File: config.mk
export PLATFORM = sky130hd
export DESIGN_NAME = icsp_serial_programming_master_top
export DESIGN_NICKNAME = d
export VERILOG_FILES = /design/src/icsp_pkg.sv /design/src/icsp_seq.sv /design/src/icsp_obuf.sv /design/src/icsp_serial_programming_master_top.sv
export SDC_FILE = /design/constraint.sdc
export NUM_CORES = 1
export LEC_CHECK = 0
export BUFFER_PORTS_ARGS = -buffer_cell sky130_fd_sc_hd__buf_4
export CAP_MARGIN = 10
export CORE_UTILIZATION = 55
export CTS_CLUSTER_DIAMETER = 120
export DETAILED_ROUTE_END_ITERATION = 12
export PLACE_DENSITY = 0.74
export SYNTH_ARGS = -nofsm -noshare
export SYNTH_HDL_FRONTEND = slang
export SYNTH_SLANG_ARGS = --single-unit
File: constraint.sdc
create_clock -name clk -period 15.6 [get_ports clk]
set_input_delay 4.68 -clock clk [delete_from_list [all_inputs] [get_ports clk]]
set_output_delay 4.68 -clock clk [all_outputs]
set_load 0.01 [all_outputs]
File: src/icsp_pkg.sv
// Shared types, constants and the command segment table for the ICSP programming master.
// Used by icsp_seq, icsp_obuf and the top level; depends on nothing else.
`timescale 1ns / 1ps
`default_nettype none

package icsp_pkg;

    // Command kinds carried in the input tuser field.
    localparam logic [2:0] KIND_TICK      = 3'd0;
    localparam logic [2:0] KIND_SEND      = 3'd1;
    localparam logic [2:0] KIND_READ      = 3'd2;
    localparam logic [2:0] KIND_CLOCKS    = 3'd3;
    localparam logic [2:0] KIND_READ14    = 3'd4;
    localparam logic [2:0] KIND_READBYTE  = 3'd5;
    localparam logic [2:0] KIND_DS_SEND24 = 3'd6;
    localparam logic [2:0] KIND_DS_READ16 = 3'd7;

    // Count saturation limits and the marker for a count taken from the command.
    localparam logic [7:0] MAX_SEND_BITS = 8'd24;
    localparam logic [7:0] MAX_READ_BITS = 8'd16;
    localparam logic [7:0] CNT_CMD       = 8'hFF;

    // Widths of the sequencer state.
    localparam int PHASE_W = 5;
    localparam int RXPOS_W = 5;

    // Segment types of a command sequence.
    typedef enum logic [2:0] {
        SEG_END      = 3'd0,
        SEG_SEND     = 3'd1,
        SEG_READ     = 3'd2,
        SEG_CLK      = 3'd3,
        SEG_ONE      = 3'd4,
        SEG_WAIT_IN  = 3'd5,
        SEG_WAIT_OUT = 3'd6
    } seg_type_t;

    typedef struct packed {
        seg_type_t  typ;
        logic [7:0] cnt;
    } seg_entry_t;

    // One result of the sequencer, handed to the output stage.
    typedef struct packed {
        logic        rejected;
        logic [15:0] read_data;
        logic        read_valid;
        logic        busy_res;
        logic        data_drive;
        logic        data_pin_out;
        logic        clock_pin;
    } icsp_res_t;

    // Segment list of each command kind; an index past the list reads as the end.
    function automatic seg_entry_t seg_lookup(input logic [2:0] kind, input logic [3:0] seg);
        seg_entry_t e;
        e.typ = SEG_END;
        e.cnt = 8'd0;
        unique case (kind)
            KIND_SEND:
            begin
                unique case (seg)
                    4'd0:    e = '{SEG_SEND, CNT_CMD};
                    4'd1:    e = '{SEG_WAIT_OUT, 8'd1};
                    default: e = '{SEG_END, 8'd0};
                endcase
            end
            KIND_READ:
            begin
                unique case (seg)
                    4'd0:    e = '{SEG_READ, CNT_CMD};
                    default: e = '{SEG_END, 8'd0};
                endcase
            end
            KIND_CLOCKS:
            begin
                unique case (seg)
                    4'd0:    e = '{SEG_CLK, CNT_CMD};
                    default: e = '{SEG_END, 8'd0};
                endcase
            end
            KIND_READ14:
            begin
                unique case (seg)
                    4'd0:    e = '{SEG_WAIT_IN, 8'd1};
                    4'd1:    e = '{SEG_CLK, 8'd1};
                    4'd2:    e = '{SEG_READ, 8'd14};
                    4'd3:    e = '{SEG_CLK, 8'd1};
                    4'd4:    e = '{SEG_WAIT_OUT, 8'd1};
                    default: e = '{SEG_END, 8'd0};
                endcase
            end
            KIND_READBYTE:
            begin
                unique case (seg)
                    4'd0:    e = '{SEG_CLK, 8'd8};
                    4'd1:    e = '{SEG_WAIT_IN, 8'd1};
                    4'd2:    e = '{SEG_READ, 8'd8};
                    4'd3:    e = '{SEG_WAIT_OUT, 8'd1};
                    default: e = '{SEG_END, 8'd0};
                endcase
            end
            KIND_DS_SEND24:
            begin
                unique case (seg)
                    4'd0:    e = '{SEG_CLK, 8'd4};
                    4'd1:    e = '{SEG_SEND, 8'd8};
                    4'd2:    e = '{SEG_WAIT_OUT, 8'd1};
                    4'd3:    e = '{SEG_SEND, 8'd8};
                    4'd4:    e = '{SEG_WAIT_OUT, 8'd1};
                    4'd5:    e = '{SEG_SEND, 8'd8};
                    4'd6:    e = '{SEG_WAIT_OUT, 8'd1};
                    default: e = '{SEG_END, 8'd0};
                endcase
            end
            KIND_DS_READ16:
            begin
                unique case (seg)
                    4'd0:    e = '{SEG_ONE, 8'd1};
                    4'd1:    e = '{SEG_CLK, 8'd11};
                    4'd2:    e = '{SEG_WAIT_IN, 8'd1};
                    4'd3:    e = '{SEG_READ, 8'd16};
                    default: e = '{SEG_END, 8'd0};
                endcase
            end
            default: e = '{SEG_END, 8'd0};
        endcase
        return e;
    endfunction

    // Count of a segment, with the command count substituted where the table asks.
    function automatic logic [7:0] seg_count(input seg_entry_t e, input logic [7:0] cmd_count);
        return (e.cnt == CNT_CMD) ? cmd_count : e.cnt;
    endfunction

    // Segments that toggle the clock line.
    function automatic logic is_pulse(input seg_type_t t);
        return (t == SEG_SEND) || (t == SEG_READ) || (t == SEG_CLK) || (t == SEG_ONE);
    endfunction

endpackage

`default_nettype wire

File: src/icsp_seq.sv
// Pin sequencer of the ICSP master: holds the sequence state and computes one tick per transaction.
// Depends on icsp_pkg for the segment table and the result type.
`timescale 1ns / 1ps
`default_nettype none

module icsp_seq
    import icsp_pkg::*;
(
    input  wire logic        clk,
    input  wire logic        rst_n,
    input  wire logic        cfg_wr_en,
    input  wire logic [7:0]  cfg_wr_data,
    input  wire logic        step,
    input  wire logic [2:0]  kind,
    input  wire logic [7:0]  bit_count,
    input  wire logic [23:0] payload,
    input  wire logic        data_pin_in,
    output icsp_res_t        res
);

    logic [7:0]         hpd_reg;
    logic [PHASE_W-1:0] phase_reg, phase_next;
    logic [7:0]         dly_reg, dly_next;
    logic [7:0]         bits_reg, bits_next;
    logic [23:0]        send_reg, send_next;
    logic [15:0]        recv_reg, recv_next;
    logic               clk_pin_reg, clk_pin_next;
    logic               dat_pin_reg, dat_pin_next;
    logic               drv_pin_reg, drv_pin_next;
    logic [2:0]         kind_reg, kind_next;
    logic [7:0]         cnt_reg, cnt_next;
    logic [RXPOS_W-1:0] rxpos_reg, rxpos_next;
    logic               done_read;
    logic               rej;

    // One tick of the sequencer: advance a running sequence or start a new one.
    always_comb
    begin : step_logic
        logic [3:0]  seg_start;
        logic [3:0]  seg_b;
        logic [3:0]  ent_seg;
        logic [2:0]  cur_seg;
        logic        cur_half;
        logic [PHASE_W-1:0] code;
        seg_entry_t  ent_cur;
        seg_type_t   cur_type;
        seg_entry_t  ent_a;
        seg_entry_t  ent_b;
        seg_entry_t  ent_sel;
        logic [7:0]  bits_dec;
        logic        do_enter;
        logic        do_start;
        logic        do_finish;
        logic        ent_found;
        logic        st_half;
        seg_type_t   st_type;

        phase_next   = phase_reg;
        dly_next     = dly_reg;
        bits_next    = bits_reg;
        send_next    = send_reg;
        recv_next    = recv_reg;
        clk_pin_next = clk_pin_reg;
        dat_pin_next = dat_pin_reg;
        drv_pin_next = drv_pin_reg;
        kind_next    = kind_reg;
        cnt_next     = cnt_reg;
        rxpos_next   = rxpos_reg;
        done_read    = 1'b0;
        rej          = 1'b0;
        seg_start    = 4'd0;
        seg_b        = 4'd0;
        ent_seg      = 4'd0;
        code         = phase_reg - PHASE_W'(1);
        cur_seg      = code[3:1];
        cur_half     = code[0];
        ent_cur      = seg_lookup(kind_reg, {1'b0, cur_seg});
        cur_type     = ent_cur.typ;
        ent_a        = '{SEG_END, 8'd0};
        ent_b        = '{SEG_END, 8'd0};
        ent_sel      = '{SEG_END, 8'd0};
        bits_dec     = (bits_reg != 8'd0) ? (bits_reg - 8'd1) : 8'd0;
        do_enter     = 1'b0;
        do_start     = 1'b0;
        do_finish    = 1'b0;
        ent_found    = 1'b0;
        st_half      = 1'b0;
        st_type      = SEG_END;

        // Decide what this tick does.
        if (phase_reg != '0)
        begin
            rej = (kind != KIND_TICK);
            if (dly_reg != 8'd0)
            begin
                dly_next = dly_reg - 8'd1;
            end
            else if (is_pulse(cur_type) && !cur_half)
            begin
                phase_next = phase_reg + PHASE_W'(1);
                do_start   = 1'b1;
                st_type    = cur_type;
                st_half    = 1'b1;
            end
            else
            begin
                if (is_pulse(cur_type))
                begin
                    bits_next = bits_dec;
                end
                if (is_pulse(cur_type) && (bits_dec != 8'd0))
                begin
                    phase_next = phase_reg - PHASE_W'(1);
                    do_start   = 1'b1;
                    st_type    = cur_type;
                    st_half    = 1'b0;
                end
                else
                begin
                    do_enter  = 1'b1;
                    seg_start = {1'b0, cur_seg} + 4'd1;
                end
            end
        end
        else if (kind != KIND_TICK)
        begin
            kind_next = kind;
            if (kind == KIND_SEND)
            begin
                cnt_next = (bit_count > MAX_SEND_BITS) ? MAX_SEND_BITS : bit_count;
            end
            else if (kind == KIND_READ)
            begin
                cnt_next = (bit_count > MAX_READ_BITS) ? MAX_READ_BITS : bit_count;
            end
            else
            begin
                cnt_next = bit_count;
            end
            send_next  = payload;
            recv_next  = '0;
            rxpos_next = '0;
            do_enter   = 1'b1;
            seg_start  = 4'd0;
        end

        // Enter the next segment with a nonzero count. No segment list holds two
        // command-counted segments in a row, so at most one segment is skipped.
        if (do_enter)
        begin
            ent_a = seg_lookup(kind_next, seg_start);
            seg_b = seg_start + 4'd1;
            ent_b = seg_lookup(kind_next, seg_b);
            if (ent_a.typ == SEG_END)
            begin
                ent_found = 1'b0;
            end
            else if (seg_count(ent_a, cnt_next) != 8'd0)
            begin
                ent_found = 1'b1;
                ent_sel   = ent_a;
                ent_seg   = seg_start;
            end
            else
            begin
                ent_found = (ent_b.typ != SEG_END) && (seg_count(ent_b, cnt_next) != 8'd0);
                ent_sel   = ent_b;
                ent_seg   = seg_b;
            end
            if (ent_found)
            begin
                bits_next  = seg_count(ent_sel, cnt_next);
                phase_next = {1'b0, ent_seg[2:0], 1'b1};
                do_start   = 1'b1;
                st_type    = ent_sel.typ;
                st_half    = 1'b0;
            end
            else
            begin
                do_finish = 1'b1;
            end
        end

        // Set the pins for the phase that starts.
        if (do_start)
        begin
            dly_next = hpd_reg;
            unique case (st_type)
                SEG_WAIT_IN:
                begin
                    clk_pin_next = 1'b0;
                    drv_pin_next = 1'b0;
                end
                SEG_WAIT_OUT:
                begin
                    clk_pin_next = 1'b0;
                    drv_pin_next = 1'b1;
                end
                default:
                begin
                    if (!st_half)
                    begin
                        clk_pin_next = 1'b1;
                        if (st_type == SEG_SEND)
                        begin
                            dat_pin_next = send_next[0];
                        end
                        else if (st_type == SEG_ONE)
                        begin
                            dat_pin_next = 1'b1;
                        end
                        else if (st_type == SEG_CLK)
                        begin
                            dat_pin_next = 1'b0;
                        end
                    end
                    else
                    begin
                        clk_pin_next = 1'b0;
                        if (st_type == SEG_SEND)
                        begin
                            send_next = send_next >> 1;
                        end
                        else if (st_type == SEG_READ)
                        begin
                            // Sample the data line after the falling clock edge.
                            if (rxpos_next < RXPOS_W'(MAX_READ_BITS))
                            begin
                                if (data_pin_in)
                                begin
                                    recv_next[rxpos_next[3:0]] = 1'b1;
                                end
                                rxpos_next = rxpos_next + RXPOS_W'(1);
                            end
                        end
                        else
                        begin
                            dat_pin_next = 1'b0;
                        end
                    end
                end
            endcase
        end

        // End of a sequence: pins back to the idle levels.
        if (do_finish)
        begin
            phase_next   = '0;
            clk_pin_next = 1'b0;
            dat_pin_next = 1'b0;
            drv_pin_next = 1'b1;
            done_read    = (kind_next == KIND_READ) || (kind_next == KIND_READ14) ||
                           (kind_next == KIND_READBYTE) || (kind_next == KIND_DS_READ16);
        end
    end

    // Result of this tick.
    always_comb
    begin
        res.clock_pin    = clk_pin_next;
        res.data_pin_out = dat_pin_next;
        res.data_drive   = drv_pin_next;
        res.busy_res     = (phase_next != '0);
        res.read_valid   = done_read;
        res.read_data    = done_read ? recv_next : 16'd0;
        res.rejected     = rej;
    end

    // Sequencer state advances once per accepted transaction.
    always_ff @(posedge clk or negedge rst_n)
    begin
        if (!rst_n)
        begin
            phase_reg   <= '0;
            dly_reg     <= '0;
            bits_reg    <= '0;
            send_reg    <= '0;
            recv_reg    <= '0;
            clk_pin_reg <= 1'b0;
            dat_pin_reg <= 1'b0;
            drv_pin_reg <= 1'b1;
            kind_reg    <= KIND_TICK;
            cnt_reg     <= '0;
            rxpos_reg   <= '0;
        end
        else if (step)
        begin
            phase_reg   <= phase_next;
            dly_reg     <= dly_next;
            bits_reg    <= bits_next;
            send_reg    <= send_next;
            recv_reg    <= recv_next;
            clk_pin_reg <= clk_pin_next;
            dat_pin_reg <= dat_pin_next;
            drv_pin_reg <= drv_pin_next;
            kind_reg    <= kind_next;
            cnt_reg     <= cnt_next;
            rxpos_reg   <= rxpos_next;
        end
    end

    // Half-period delay register.
    always_ff @(posedge clk or negedge rst_n)
    begin
        if (!rst_n)
        begin
            hpd_reg <= '0;
        end
        else if (cfg_wr_en)
        begin
            hpd_reg <= cfg_wr_data;
        end
    end

`ifndef ASSERT_OFF
    a_idle_pins: assert property (@(posedge clk) disable iff (!rst_n)
        (phase_reg == '0) |-> (drv_pin_reg && !clk_pin_reg && !dat_pin_reg))
        else $error("idle sequencer does not hold the idle pin levels");

    a_rxpos_range: assert property (@(posedge clk) disable iff (!rst_n)
        rxpos_reg <= RXPOS_W'(MAX_READ_BITS))
        else $error("read bit position ran past the word");

    a_reject_busy: assert property (@(posedge clk) disable iff (!rst_n)
        (step && (phase_reg != '0) && (kind != KIND_TICK)) |-> res.rejected)
        else $error("command during a sequence was not rejected");

    a_done_idle: assert property (@(posedge clk) disable iff (!rst_n)
        (step && res.read_valid) |=> (phase_reg == '0))
        else $error("read finished but the sequence is still running");
`endif

endmodule

`default_nettype wire

File: src/icsp_obuf.sv
// Output register of the ICSP master: holds one result until the downstream side takes it.
// Depends on icsp_pkg for the result type.
`timescale 1ns / 1ps
`default_nettype none

module icsp_obuf
    import icsp_pkg::*;
(
    input  wire logic      clk,
    input  wire logic      rst_n,
    input  wire logic      in_valid,
    output logic           in_ready,
    input  wire icsp_res_t in_res,
    output logic           out_valid,
    input  wire logic      out_ready,
    output icsp_res_t      out_res
);

    logic      valid_reg;
    icsp_res_t res_reg;

    // A new result may enter while the held one leaves in the same cycle.
    assign in_ready  = !valid_reg || out_ready;
    assign out_valid = valid_reg;
    assign out_res   = res_reg;

    always_ff @(posedge clk or negedge rst_n)
    begin
        if (!rst_n)
        begin
            valid_reg <= 1'b0;
        end
        else if (in_valid && in_ready)
        begin
            valid_reg <= 1'b1;
        end
        else if (out_ready)
        begin
            valid_reg <= 1'b0;
        end
    end

    always_ff @(posedge clk)
    begin
        if (in_valid && in_ready)
        begin
            res_reg <= in_res;
        end
    end

`ifndef ASSERT_OFF
    a_load_shows: assert property (@(posedge clk) disable iff (!rst_n)
        (in_valid && in_ready) |=> (out_valid && (out_res == $past(in_res))))
        else $error("accepted result not presented on the next cycle");
`endif

endmodule

`default_nettype wire

File: src/icsp_serial_programming_master_top.sv
// A result appears on the master side in the cycle after its transaction is accepted.
// One transaction per cycle while the master side takes the results; each transaction is one
// tick of the pin sequencer, so a clock phase spans half_period_delay + 1 transactions.
// Reset (rst_n low, asynchronous): sequencer idle, clock low, data low and driven,
// half_period_delay zero, output register empty.
// Depends on icsp_pkg, icsp_seq and icsp_obuf.
`timescale 1ns / 1ps
`default_nettype none

module icsp_serial_programming_master_top
    import icsp_pkg::*;
(
    input  wire logic        clk,
    input  wire logic        rst_n,
    input  wire logic        cfg_wr_en,
    input  wire logic [7:0]  cfg_wr_data,
    input  wire logic        s_tvalid,
    output logic             s_tready,
    input  wire logic [39:0] s_tdata,   // bit_count[7:0], payload[31:8], data_pin_in[32], zero
    input  wire logic [2:0]  s_tuser,   // kind[2:0]
    output logic             m_tvalid,
    input  wire logic        m_tready,
    output logic [23:0]      m_tdata    // clock_pin[0], data_pin_out[1], data_drive[2],
                                        // busy_res[3], read_valid[4], read_data[20:5],
                                        // rejected[21], zero
);

    logic      step;
    icsp_res_t seq_res;
    icsp_res_t out_res;

    assign step = s_tvalid && s_tready;

    // Pin sequencer, one tick per accepted transaction.
    icsp_seq u_seq (
        .clk         (clk),
        .rst_n       (rst_n),
        .cfg_wr_en   (cfg_wr_en),
        .cfg_wr_data (cfg_wr_data),
        .step        (step),
        .kind        (s_tuser),
        .bit_count   (s_tdata[7:0]),
        .payload     (s_tdata[31:8]),
        .data_pin_in (s_tdata[32]),
        .res         (seq_res)
    );

    // Result register toward the master side.
    icsp_obuf u_obuf (
        .clk       (clk),
        .rst_n     (rst_n),
        .in_valid  (s_tvalid),
        .in_ready  (s_tready),
        .in_res    (seq_res),
        .out_valid (m_tvalid),
        .out_ready (m_tready),
        .out_res   (out_res)
    );

    // Pack the result fields, lowest first.
    assign m_tdata = {2'b00, out_res.rejected, out_res.read_data, out_res.read_valid,
                      out_res.busy_res, out_res.data_drive, out_res.data_pin_out,
                      out_res.clock_pin};

endmodule

`default_nettype wire
# --- Word level (Yosys, flattened, before mapping) ---
# Cells that the tools add are included.
op_classes:
  bitwise_logic: 1
  n_lt_le_gt_ge: 5
  n_eq_ne: 47
  muxes: 134
  n_addsub: 7
  n_reduce_logical: 41
op_table:
  columns: ["op", "count"]
  rows:
  - ["one-hot mux 11 bit (4 select lines)", 9]
  - ["one-hot mux 11 bit (7 select lines)", 3]
  - ["two-way mux 8 bit", 19]
  - ["two-way mux 16 bit", 9]
  - ["two-way mux 24 bit", 6]
  - ["one-hot mux 11 bit (3 select lines)", 3]
  - ["two-way mux 5 bit", 15]
  - ["one-hot mux 11 bit (2 select lines)", 3]
  - ["two-way mux 10 bit", 6]
  - ["two-way mux 11 bit", 5]
  - ["== test 3 bit (second input constant)", 15]
  - ["two-way mux 1 bit", 40]
  - ["nonzero test 8 bit", 5]
  - ["== test 3 x 2 -> 1 bit (second input constant)", 11]
  - ["two-way mux 3 bit", 10]
  - ["== test 4 x 3 -> 1 bit (second input constant)", 6]
  - ["== test 8 bit (second input constant)", 3]
  - ["== test 3 x 1 -> 1 bit (second input constant)", 6]
  - ["OR reduction 3 bit", 6]
  - ["== test 4 x 2 -> 1 bit (second input constant)", 4]
  - ["greater-than comparator 8 x 5 -> 1 bit (second input constant)", 2]
  - ["two-way mux 4 bit", 4]
  - ["OR 16 bit", 1]
  - ["subtractor 8 x 1 -> 8 bit (second input constant)", 2]
  - ["other kinds (20)", 42]
word_totals:
  output_inout_bits: 26
  elab_cells: 255
  regBits: 111
  in_bits: 56

# --- Logic depth before layout (Yosys ltp) ---
# Gate-level depths: netlist of run 1.
logic_depth:
  word_depth: 37
  ltp_mapped: 31
  depth_no_buf: 26

# --- By module ---
# From an unflattened synthesis of run 1, not the netlist that was laid out.
hier_totals:
  cells_unflattened: 849
  hier_area_um2: 7280.7
by_module_without_submodules:
  columns: ["module", "cells_each", "area_per_inst_um2", "instances", "seq_area_each_um2"]
  rows:
  - ["icsp_seq", 819, 6541.3, 1, 2203.4]
  - ["icsp_obuf", 26, 714.4, 1, 685.7]
  - ["icsp_serial_programming_master_top", 4, 25.0, 1, 0.0]

# --- Least setup slack after synthesis of run 1 ---
# OpenSTA, ideal clock, no wires.
synth_path:
  path_kind: "in2out"
  start: "in m_tready"
  end: "out s_tready"
  required_ps: 10920
  cell_stages: 1
  arrival_time_ps: 4863
  slack_ps: 6057
  n_path_buf: 0
  cell_sequence: "nand2b_1"
synth_between:
  elab_chain_len: 1
synth_rtl:
  columns: ["item", "line", "text"]
  rows:
  - ["start: declaration", "icsp_serial_programming_master_top.sv:22", "input wire logic m_tready,"]
  - ["logical OR 1 bit", "icsp_obuf.sv:23", "assign in_ready = !valid_reg || out_ready;"]
  - ["end: declaration", "icsp_serial_programming_master_top.sv:18", "output logic s_tready,"]
# No other way between the ends.

# --- Worst setup path after layout of run 1 ---
# Ends and elaborated chain as after synthesis.

==> results.md, run 1 <==
* Via count normalized by instance count at 6.11
* Number of global-route vias before repair at 6398
* Yosys warning total at 0
* Wire per inst at 16.6 µm
* Reg clk slew, reported paths at 90 ps
* Post-Syn Area at around 0.0076 mm²
* LEAKAGE at between 3 and 4 nW
* DPL Wire Length at between 10000 and 15000 µm
* Gate Count Post-Synth at a little over 900
* Number of violations reported at the end of detailed-routing iteration 0 at between 600 and 700
* Critical path data arrival time at 5090 ps
* Filler instances at 1182
* Effective utilization at floorplan at between 50% and 60%
* Critical Path RT at 10920 ps
* Most frequent standard cell in the layout excluding fill and tap cells: nand2_1
* Tightest slew margin relative to the limit at 25.0%
* Maximum number of pins on one net before global-route repair at 73
* Leftover overflow at the end of global routing at 0
* Total GRT Usage at ~28%
* Number of flip-flops in the largest register at 24
* Fmax at 0.102 GHz
* Most frequently used flop master after synthesis: dfrtp_1
* Die outline height at 119 µm
* Global-route wire length before repair at 32300 µm
* Mean Syn Cell Area at 8.15 µm²
* Total Die Area at 0.0143 mm²
* Status: finished clean
* Worst r2r src: u_seq.phase_reg[0]
* Clk Latency, worst-skew pair at between 300 and 400 ps
* Critical path fanouts, max at 3
* Diode count at 0
* Reg-to-reg endpoint: u_seq.send_reg[21]
* Nets at 1046
* Std cell rows at 42
* Final critical-path share of the clock period at between 60% and 70%
* Number of gates resized after CTS at 0
* Min-delay worst type: reg -> reg
* Via Count at 7049
* Endpoints failing setup at 0
* Fraction of layout instances using a drive strength above 1 at 14.1%
* Post-cts hold buffer count at 0
* Max-cap viol count at 0
* Number of nets with antenna violations after routing at 0
* Power Density at 195 mW/mm²
* Boundary Pins at 82
* DRC Markers at 0
* Async S/R FF share, synth at 80.2%
* Die extent in x at 119 µm
* Worst-case hold path end point: u_seq.recv_reg[2]
* Deepest clock path buffer count at 2
* Critical path type: in -> out
* Post-CTS setup buffer count at 0
* H-tree lvl count at 3
* Area added between synthesis and finish at 12.0%
* RSZ-0062 raised after global routing: false
* Number of cells in the design after placement at 1136
* Setup TNS at 0 ps
* Commonest non-fill, non-tap cells in the layout: 169 x nand2_1, 97 x nor2_1, 88 x dfrtp_1
* Hold path startpoint: u_seq.recv_reg[2]
* Worst setup SP type: primary input
* Overall power at 1.65 mW
* Post-synthesis sequential area ratio at 38.1%
* Placer's final routability congestion estimate at about 0.93
* Worst clock skew at 11.2 ps
* Number of pins exceeding their max-slew limit in the final report at 0
* Post-route non-filler standard cell count at 1153
* Maximum resistive drop on vdd at 0.125 mV
* Total of buffers placed on input and output ports at slightly above 70
* TritonCTS buffer count at 9
* Antenna violations before repair at 0
* Number of enable-type register cells in the synthesized netlist at 22
* Nature of the critical path endpoint: output port
* Standard cell core area at 0.0133 mm²
* Final worst path period need at 9770 ps
* Worst R2R Setup Slack at 8310 ps
* Num Clock Sinks at roughly 110
* TritonCTS clock tree: done
* Count of different cell masters after synthesis at 85
* Worst-margin pin slew at ~1100 ps
* Hold Fails Final Rpt at 0
* Count of state elements after synthesis at 111
* Number of cell instances on the worst register-to-register path at 27
* Final Routed Wirelength at 19100 µm
* First-pass iteration count of the detailed router at 5
* Clock Tree Root: clkbuf_16
* Number of instances on the worst hold path at 2
==> how the worst max path moves through the flow <==
stage | from | endpoint | slack, ps | cells after the start
3_3_place_gp | m_tready | s_tready | 5830 | 3
4_1_cts | m_tready | s_tready | 5820 | 3
6_report | m_tready | s_tready | 5830 | 3
3_5_place_dp | m_tready | s_tready | 5820 | 3
2_1_floorplan | m_tready | s_tready | 6060 | 1
5_1_grt | m_tready | s_tready | 5800 | 3
==> power breakdown <==
group          switching (mW)  total, mW  leakage [nW]  internal (mW)
clock                   0.122      0.237         0.148          0.115
combinational           0.601      0.955          2.04          0.354
sequential             0.0808      0.460          1.32          0.379
total                   0.804       1.65          3.51          0.848
==> metal layers <==
metal / track usage, % / up-vias / part of all wire, %
met2: 44.0 / 232 / 46
met1: 41.5 / 3350 / 46
met4: 7.58 / 0 / 1.3
li1: - / 3442 / -
met5: 0 / - / 0
met3: 3.78 / 25 / 6.0
==> cell usage after synthesis, drive strengths merged (13+ instances only) <==
master / instances / share of area (%)
buf: 17 / 1.4
a21oi: 52 / 3.4
nand2: 169 / 8.4
edfxtp: 22 / 8.7
ha: 18 / 3.0
o21ai: 94 / 6.3
clkbuf: 34 / 1.7
o22a: 23 / 2.7
nand3: 16 / 1.1
inv: 32 / 1.6
mux2: 13 / 1.9
dfrtp: 88 / 29
nor3: 20 / 1.3
nand2b: 15 / 1.2
a31oi: 41 / 3.4
nor2: 100 / 5.0
==> cells by family (layout without fill, tap and decap cells) <==
logic type,count (synthesis),count (layout),share of synthesized area [%]
buffers and inverters,84,130,4.70
other,1,2,0.0495
AND/OR/NAND/NOR,391,391,24.4
XOR/XNOR,11,11,1.27
AO/OA/AOI/OAI,291,291,25.2
multiplexers,22,22,3.17
flip-flops,111,111,38.1
adder cells (fa/ha/maj),19,19,3.10
==> critical path, stage by stage <==
cell	delay [ps]
buf_4	100
nand2b_1	160
buf_4	150
==> through the flow <==
step | setup slack, ps | hold WS [ps] | area, µm² | util, %
3_3_place_gp | 5830 | 465 | 8180 | 61.3
2_1_floorplan | 6060 | 442 | 7580 | -
5_1_grt | 5800 | 504 | 8490 | 63.6
3_5_place_dp | 5820 | 466 | 8180 | 61.3
6_report | 5830 | 485 | 8490 | 63.6
4_1_cts | 5820 | 485 | 8480 | 63.5
==> area by class of cell <==
cell class	count	area [µm²]	area share (%)
multi-input combinational	736	4340	51.2
clock buffer	9	225	2.65
sequential	111	2890	34.0
tap	176	220	2.59
clock inverter	7	78.8	0.929
inverter	33	124	1.46
timing repair buffer	81	608	7.16
No activity file was read; power rests on OpenSTA's default activity.
==> run 2: changes to the inputs <==
- ABC_AREA: not set -> 1
- clock period: 15.6 -> 9.1 ns (I/O delays scaled with it)
==> run 2 against run 1 <==
  * Final cell count grew 16%
  * Setup slack worse by 3100 ps
  * Clock skew up 1.0 ps
  * Routed wire length shrank 2.4%
  * Clock-buffer cell count did not move
  * Core utilization down 0.66 points
  * Critical endpoint is now u_seq.dly_reg[0]
  * Cell area is 2.9% higher
  * First-iteration DRC count up 16%
  * Non-clock buffer count decreased by 3
  * Via count grew 2.8%
  * Die area is 3.1% higher
  * Worst hold slack lost 9.3 ps
==> results.md, run 2 <==
* Area added between synthesis and finish at 11.7%
* Effective utilization at floorplan at 56.3% (-0.44 points)
* Post-synth top area share at 28.2% (-0.90 points)
* Final worst slack at 2750 ps (-3080 ps)
* Post-route cell area at 0.00874 mm² (+2.9%)
* Min Hold Slack at 476 ps (-9.35 ps)
* Num Clock Sinks at 111 (unchanged)
* LEAKAGE at 4.18 nW (+19%)
* Number of gates resized after CTS at 0 (unchanged)
* Reg clk slew, reported paths at 80 ps (about the same)
* Wire per inst at 13.9 µm (-16%)
* Total Die Area at 0.0147 mm² (+3.1%)
* Status: finished clean
* Cell area after placement at 0.00843 mm² (+3.1%)
* Post-Syn Area at 0.00782 mm² (+3.2%)
* Critical path type: in -> reg
* Number of pins exceeding their max-slew limit in the final report at 0 (unchanged)
* Reg-to-reg endpoint: u_seq.send_reg[18]
* Number of global-route vias before repair at 6417 (+0.30%)
* Standard cell core area at 0.0139 mm² (+4.0%)
* Worst clock skew at 12.2 ps (+0.996 ps)
* Worst r2r src: u_seq.phase_reg[0]
* Cell accounting for the most synthesized area: dfrtp_1
* Total GRT Usage at 26.5% (-1.8 points)
* Setup TNS at 0 ps (unchanged)
* Most frequent standard cell in the layout excluding fill and tap cells: nand2_1
* Worst R2R Setup Slack at 2760 ps (-5550 ps)
* Maximum number of pins on one net before global-route repair at 70 (-4.1%)
* Boundary Pins at 82 (unchanged)
* Number of violations reported at the end of detailed-routing iteration 0 at 699 (+16%)
* Min-delay worst type: reg -> reg
* Endpoints failing setup at 0 (unchanged)
* DP Worst Slack at 2470 ps (-3350 ps)
* Std cell rows at 43 (+2.4%)
* Via count normalized by instance count at 5.40 (-12%)
* Die extent in x at 121 µm (+1.6%)
* Via Count at 7247 (+2.8%)
* Critical path fanouts, max at 20 (+17)
* Number of flip-flops in the largest register at 24 (unchanged)
* Post-cts hold buffer count at 0 (unchanged)
* Most instantiated library cell after synthesis: nand2_1
* Final worst path period need at 6350 ps
* Critical path data arrival time at 6630 ps (+1540 ps)
* TritonCTS clock tree: done
* Number of nets with antenna violations after routing at 0 (unchanged)
* Worst setup SP type: primary input
* Nets at 1232 (+18%)
* DRC Markers at 0 (unchanged)
* Post-synthesis sequential area ratio at 36.9% (-1.2 points)
* Worst-margin pin slew at 1140 ps (+19.3 ps)
* First-pass iteration count of the detailed router at 5 (unchanged)
* Nature of the critical path endpoint: flop
* Commonest non-fill, non-tap cells in the layout: 317 x nand2_1, 116 x inv_1, 88 x dfrtp_1
* Tightest slew margin relative to the limit at 24.2% (-0.79 points)
* Max-cap viol count at 0 (unchanged)
* Area used by sequential logic in the layout at 0.00289 mm² (unchanged)
* Antenna violations before repair at 0 (unchanged)
* Area of the multi-input gates at 0.00420 mm² (-3.3%)
* Worst-case hold path end point: u_seq.drv_pin_reg
* Die outline height at 121 µm (+1.6%)
* Number of enable-type register cells in the synthesized netlist at 22 (unchanged)
* Fmax at between 0.15 and 0.2 GHz
* Async S/R FF share, synth at 80.2% (unchanged)
* Diode count at 0 (unchanged)
* Most numerous cell types in the synthesized netlist: 317 x nand2_1, 116 x inv_1, 88 x dfrtp_1, 86 x nor2_1, 85 x o21ai_0
* Clock Tree Root: clkbuf_16
* Deepest clock path buffer count at 2 (unchanged)
* Count of different cell masters after synthesis at 55 (-35%)
* Count of state elements after synthesis at 111 (unchanged)
* Mean Syn Cell Area at 7.07 µm² (-13%)
* Number of cell instances on the worst register-to-register path at 40 (+48%)
* Number of instances on the worst hold path at 2 (unchanged)
* Leftover overflow at the end of global routing at 0 (unchanged)
* H-tree lvl count at 3 (unchanged)
* Maximum resistive drop on vdd at 0.199 mV (+60%)
* Critical Path RT at 9380 ps (-1540 ps)
* Top area cells in the synthesized netlist: dfrtp_1 28%, nand2_1 15%, edfxtp_1 8.4%, inv_1 5.6%, o21ai_0 5.4%
* Fraction of layout instances using a drive strength above 1 at 15.3% (+1.2 points)
* Filler instances at 1288 (+9.0%)
* Power Density at 339 mW/mm² (+74%)
* Total of buffers placed on input and output ports at 72 (unchanged)
* Clk Latency, worst-skew pair at 370 ps (about the same)
* Yosys warning total at 0 (unchanged)
* Placer's final routability congestion estimate at 0.903 (-2.8%)
* Post-CTS setup buffer count at 0 (unchanged)
* Hold Fails Final Rpt at 0 (unchanged)
* Global-route wire length before repair at 30700 µm (-4.8%)
* TritonCTS buffer count at 9 (unchanged)
* Final critical-path share of the clock period at 69.8%
* Hold path startpoint: u_seq.drv_pin_reg
* Final Routed Wirelength at 18600 µm (-2.4%)
* Gate Count Post-Synth at 1106 (+19%)
* RSZ-0062 raised after global routing: false
* Most frequently used flop master after synthesis: dfrtp_1
* DPL Wire Length at 13600 µm (+2.4%)
-- run 2: power by group --
group	total [mW]	leakage [nW]	internal [mW]	switching (mW)
combinational	1.81	2.68	0.567	1.24
sequential	0.740	1.35	0.660	0.0804
clock	0.413	0.146	0.198	0.214
-- run 2: critical path, cell delays in order --
cell     delay (ps)
buf_4           130
nor3_1          210
nor2_1           70
buf_4           220
o21ai_2         240
inv_1           100
nor3_2          500
nand3_1         280
nand2_1         120
nor2_1           50
nand2_1          80
nor2_2           60
nand3_4         130
nand2_4         100
nand2_2         120
nand2_1         110
nor2_4          200
inv_1           280
a21oi_2         570
o21ai_0         180
o22ai_1         150
-- run 2: metal layers --
metal,vias to the layer above,global-route usage (%),routed length [µm]
li1,3735,-,-
met1,3290,38.6,9090
met2,198,40.4,8270
met3,24,3.29,963
met4,0,9.03,322
met5,-,0,0
-- run 2: metrics by stage --
step,std cells,power [mW],util [%]
2_1_floorplan,1107,2.13,-
3_3_place_gp,1327,2.50,60.7
3_5_place_dp,1327,2.53,60.7
4_1_cts,1343,2.95,62.9
5_1_grt,1343,3.22,62.9
6_report,1343,2.96,62.9
-- run 2: logic make-up after synthesis --
kind of cell | Yosys count | synth area share, %
fa+ha+maj | 18 | 2.88
mux | 7 | 1.01
compound gates | 217 | 16.1
xor+xnor | 13 | 1.46
simple gates | 559 | 32.1
other cells | 1 | 0.0479
flops | 111 | 36.9
buf+inv | 180 | 9.44
-- run 2: how the worst max path moves through the flow --
| stage | startpoint | end | slack [ps] | depth (start not counted) |
|---|---|---|---|---|
| after floorplan | m_tready | s_tready | 3510 | 2 |
| after global placement | s_tuser[1] | u_seq.dly_reg[7] | 2500 | 21 |
| after detailed placement | s_tuser[1] | u_seq.dly_reg[0] | 2470 | 21 |
| after CTS | u_seq.phase_reg[0] | u_seq.send_reg[10] | 2790 | 40 |
| after global routing | u_seq.phase_reg[0] | u_seq.dly_reg[0] | 2110 | 34 |
| final | s_tuser[1] | u_seq.dly_reg[0] | 2750 | 21 |
-- run 2: layout make-up --
cell class	instances	share of cell area (%)
clock buffer	9	2.58
clock inverter	7	0.917
sequential	111	33.1
tap	180	2.58
inverter	142	6.10
multi-input combinational	816	48.1
timing repair buffer	78	6.70
==> run 3: changes to the inputs <==
- ABC_AREA: 1 -> 0
- CORE_UTILIZATION: 55 -> 54
- PLACE_DENSITY: 0.74 -> 0.76
- clock period: 9.1 -> 5.68 ns (I/O delays scaled with it)
==> run 3 against run 2 <==
  * Register-to-register slack worse by 2600 ps
  * Sequential cell count unchanged
  * Final cell count down 10%
  * Routed wire length up 7.1%
  * Critical path type is now reg -> reg
  * Cell area up 2.3%
  * Setup slack worse by 2600 ps
  * Non-clock buffer count up 51
  * Via count up 0.80%
  * Die area down 1.3%
  * Worst hold slack better by 7.7 ps
==> results.md, run 3 (synthesis gave the netlist of run 1 again) <==
* Status: finished clean
* Tightest slew margin relative to the limit at 38.0% (+14 points)
* Die extent in x at 120 µm (-0.64%)
* Post-route cell area at 0.00894 mm² (+2.3%)
* First-pass iteration count of the detailed router at 5 (unchanged)
* Deepest clock path buffer count at 2 (unchanged)
* Boundary Pins at 82 (unchanged)
* LEAKAGE at 3.76 nW (-10%)
* Worst clock skew at 9.25 ps (-2.92 ps)
* H-tree lvl count at 3 (unchanged)
* Setup TNS at 0 ps (unchanged)
* Clk Latency, worst-skew pair at 360 ps (about the same)
* Die outline height at 120 µm (-0.64%)
* Worst R2R Setup Slack at 140 ps (-2620 ps)
* Via Count at 7305 (+0.80%)
* Diode count at 0 (unchanged)
* Number of violations reported at the end of detailed-routing iteration 0 at 699 (unchanged)
* Leftover overflow at the end of global routing at 0 (unchanged)
* Maximum resistive drop on vdd at 0.342 mV (+71%)
* Min-delay worst type: reg -> reg
* DP Worst Slack at -137 ps (-2610 ps)
* Clock Tree Root: clkbuf_16
* Worst r2r src: u_seq.phase_reg[0]
* Most prevalent standard cell on the critical path: ha_2
* Num Clock Sinks at 111 (unchanged)
* DRC Markers at 0 (unchanged)
* Maximum number of pins on one net before global-route repair at 57 (-19%)
* Max stage delay on crit path at 470 ps (-100 ps)
* Total GRT Usage at 27.7% (+1.3 points)
* Cell area after placement at 0.00848 mm² (+0.61%)
* Total Die Area at 0.0145 mm² (-1.3%)
* Antenna violations before repair at 0 (unchanged)
* Critical path data arrival time at 5720 ps (-910 ps)
* Reg clk slew, reported paths at 80 ps (about the same)
* Effective utilization at floorplan at 56.3% (about the same)
* Standard cell core area at 0.0135 mm² (-3.1%)
* Critical Path Sink: u_obuf.out_res[1]
* Post-cts hold buffer count at 0 (unchanged)
* DPL Wire Length at 14100 µm (+4.1%)
* Final Routed Wirelength at 20000 µm (+7.1%)
* Number of nets with antenna violations after routing at 0 (unchanged)
* Wire per inst at 16.6 µm (+20%)
* Fmax at 0.180 GHz
* Worst setup SP type: flop
* Wire length the detailed router placed on met1 at 8830 µm (-2.9%)
* Final worst slack at 139 ps (-2610 ps)
* Reg-to-reg endpoint: u_obuf.out_res[1]
* Length of routed met2 wiring at 9190 µm (+11%)
* Endpoints failing setup at 0 (unchanged)
* Critical path fanouts, max at 8 (-60%)
* Commonest non-fill, non-tap cells in the layout: 167 x nand2_1, 125 x buf_4, 95 x nor2_1
* Worst-margin pin slew at 928 ps (-209 ps)
* Critical Path RT at 5850 ps (-3530 ps)
* DR top layer: met4
* Number of global-route vias before repair at 6588 (+2.7%)
* Placer's final routability congestion estimate at 1.00 (+11%)
* Via count normalized by instance count at 6.08 (+13%)
* Most frequent standard cell in the layout excluding fill and tap cells: nand2_1
* Global-route wire length before repair at 32000 µm (+4.1%)
* Hold Fails Final Rpt at 0 (unchanged)
* Final critical-path share of the clock period at 97.6%
* Routed length on met3 at 1590 µm (+65%)
* Number of flip-flops in the largest register at 24 (unchanged)
* TritonCTS clock tree: done
* Total of buffers placed on input and output ports at 72 (unchanged)
* Number of cell instances on the worst register-to-register path at 25 (-38%)
* TritonCTS buffer count at 9 (unchanged)
* Slowest-stage cell, CP: dfrtp_2
* Std cell rows at 42 (-2.3%)
* Nets at 1095 (-11%)
* Power Density at 543 mW/mm² (+60%)
* Max-cap viol count at 0 (unchanged)
* Nature of the critical path endpoint: flop
* Critical path type: reg -> reg
* Number of pins exceeding their max-slew limit in the final report at 0 (unchanged)
* Critical path launch point: u_seq.phase_reg[0]
* Final worst path period need at 5540 ps
* Area added between synthesis and finish at 17.9%
* Fraction of layout instances using a drive strength above 1 at 20.4% (+5.1 points)
[run 3: cell type report]
cell class	instances	area [µm²]
Tap cell	176	220
Sequential cell	111	2890
Inverter	33	124
Multi-Input combinational cell	737	4430
Clock buffer	9	225
Clock inverter	7	61.3
Timing Repair Buffer	129	986
Fill cell	1178	4520
[run 3: worst max-delay path, delay by kind of cell (launching register included)]
family          cells  cell delay [ps]
compound gates     10             2320
simple gates        5              810
fa+ha+maj           3              710
flops               1              470
xor+xnor            2              400
buf+inv             3              380
mux                 2              250
[run 3: layer usage]
layer	vias up	GRT usage (%)
met3	35	5.38
met4	0	8.26
met2	304	43.4
met1	3426	39.0
li1	3540	-
met5	-	0
[run 3: what timing repair did]
| item | 4_1_cts | 5_1_grt |
|---|---|---|
| cloned | 0 | 2 |
| setup endpoints to repair | 48 | 81 |
| pin swaps | 0 | 7 |
| resized for setup | 4 | 23 |
| setup buffers | 0 | 9 |
[run 3: worst min path at each step]
stage / slack [ps] / start / endpoint / depth (start not counted)
final: 480 / u_seq.recv_reg[10] / u_seq.recv_reg[10] / 2
after global routing: 510 / u_seq.send_reg[22] / u_seq.send_reg[22] / 1
after CTS: 490 / u_seq.recv_reg[10] / u_seq.recv_reg[10] / 2
after detailed placement: 470 / u_seq.recv_reg[10] / u_seq.recv_reg[10] / 2
after global placement: 460 / u_seq.send_reg[23] / u_seq.send_reg[23] / 2
after floorplan: 440 / u_seq.recv_reg[2] / u_seq.recv_reg[2] / 2
[run 3: stage by stage]
step	hold WS [ps]	total power [mW]	instances	utilization, %
after CTS	487	4.68	1191	65.3
after detailed placement	470	4.05	1175	63.0
final	484	4.85	1202	66.4
after floorplan	442	3.24	931	-
after global placement	461	4.01	1175	63.0
after global routing	511	5.19	1202	66.4
[run 3: power breakdown]
| part | internal, mW | total, mW | leakage, nW | switching, mW |
|---|---|---|---|---|
| registers | 1.04 | 1.25 | 1.32 | 0.207 |
| logic | 1.21 | 2.98 | 2.30 | 1.77 |
| clock network | 0.307 | 0.621 | 0.140 | 0.314 |
| total | 2.56 | 4.85 | 3.76 | 2.29 |
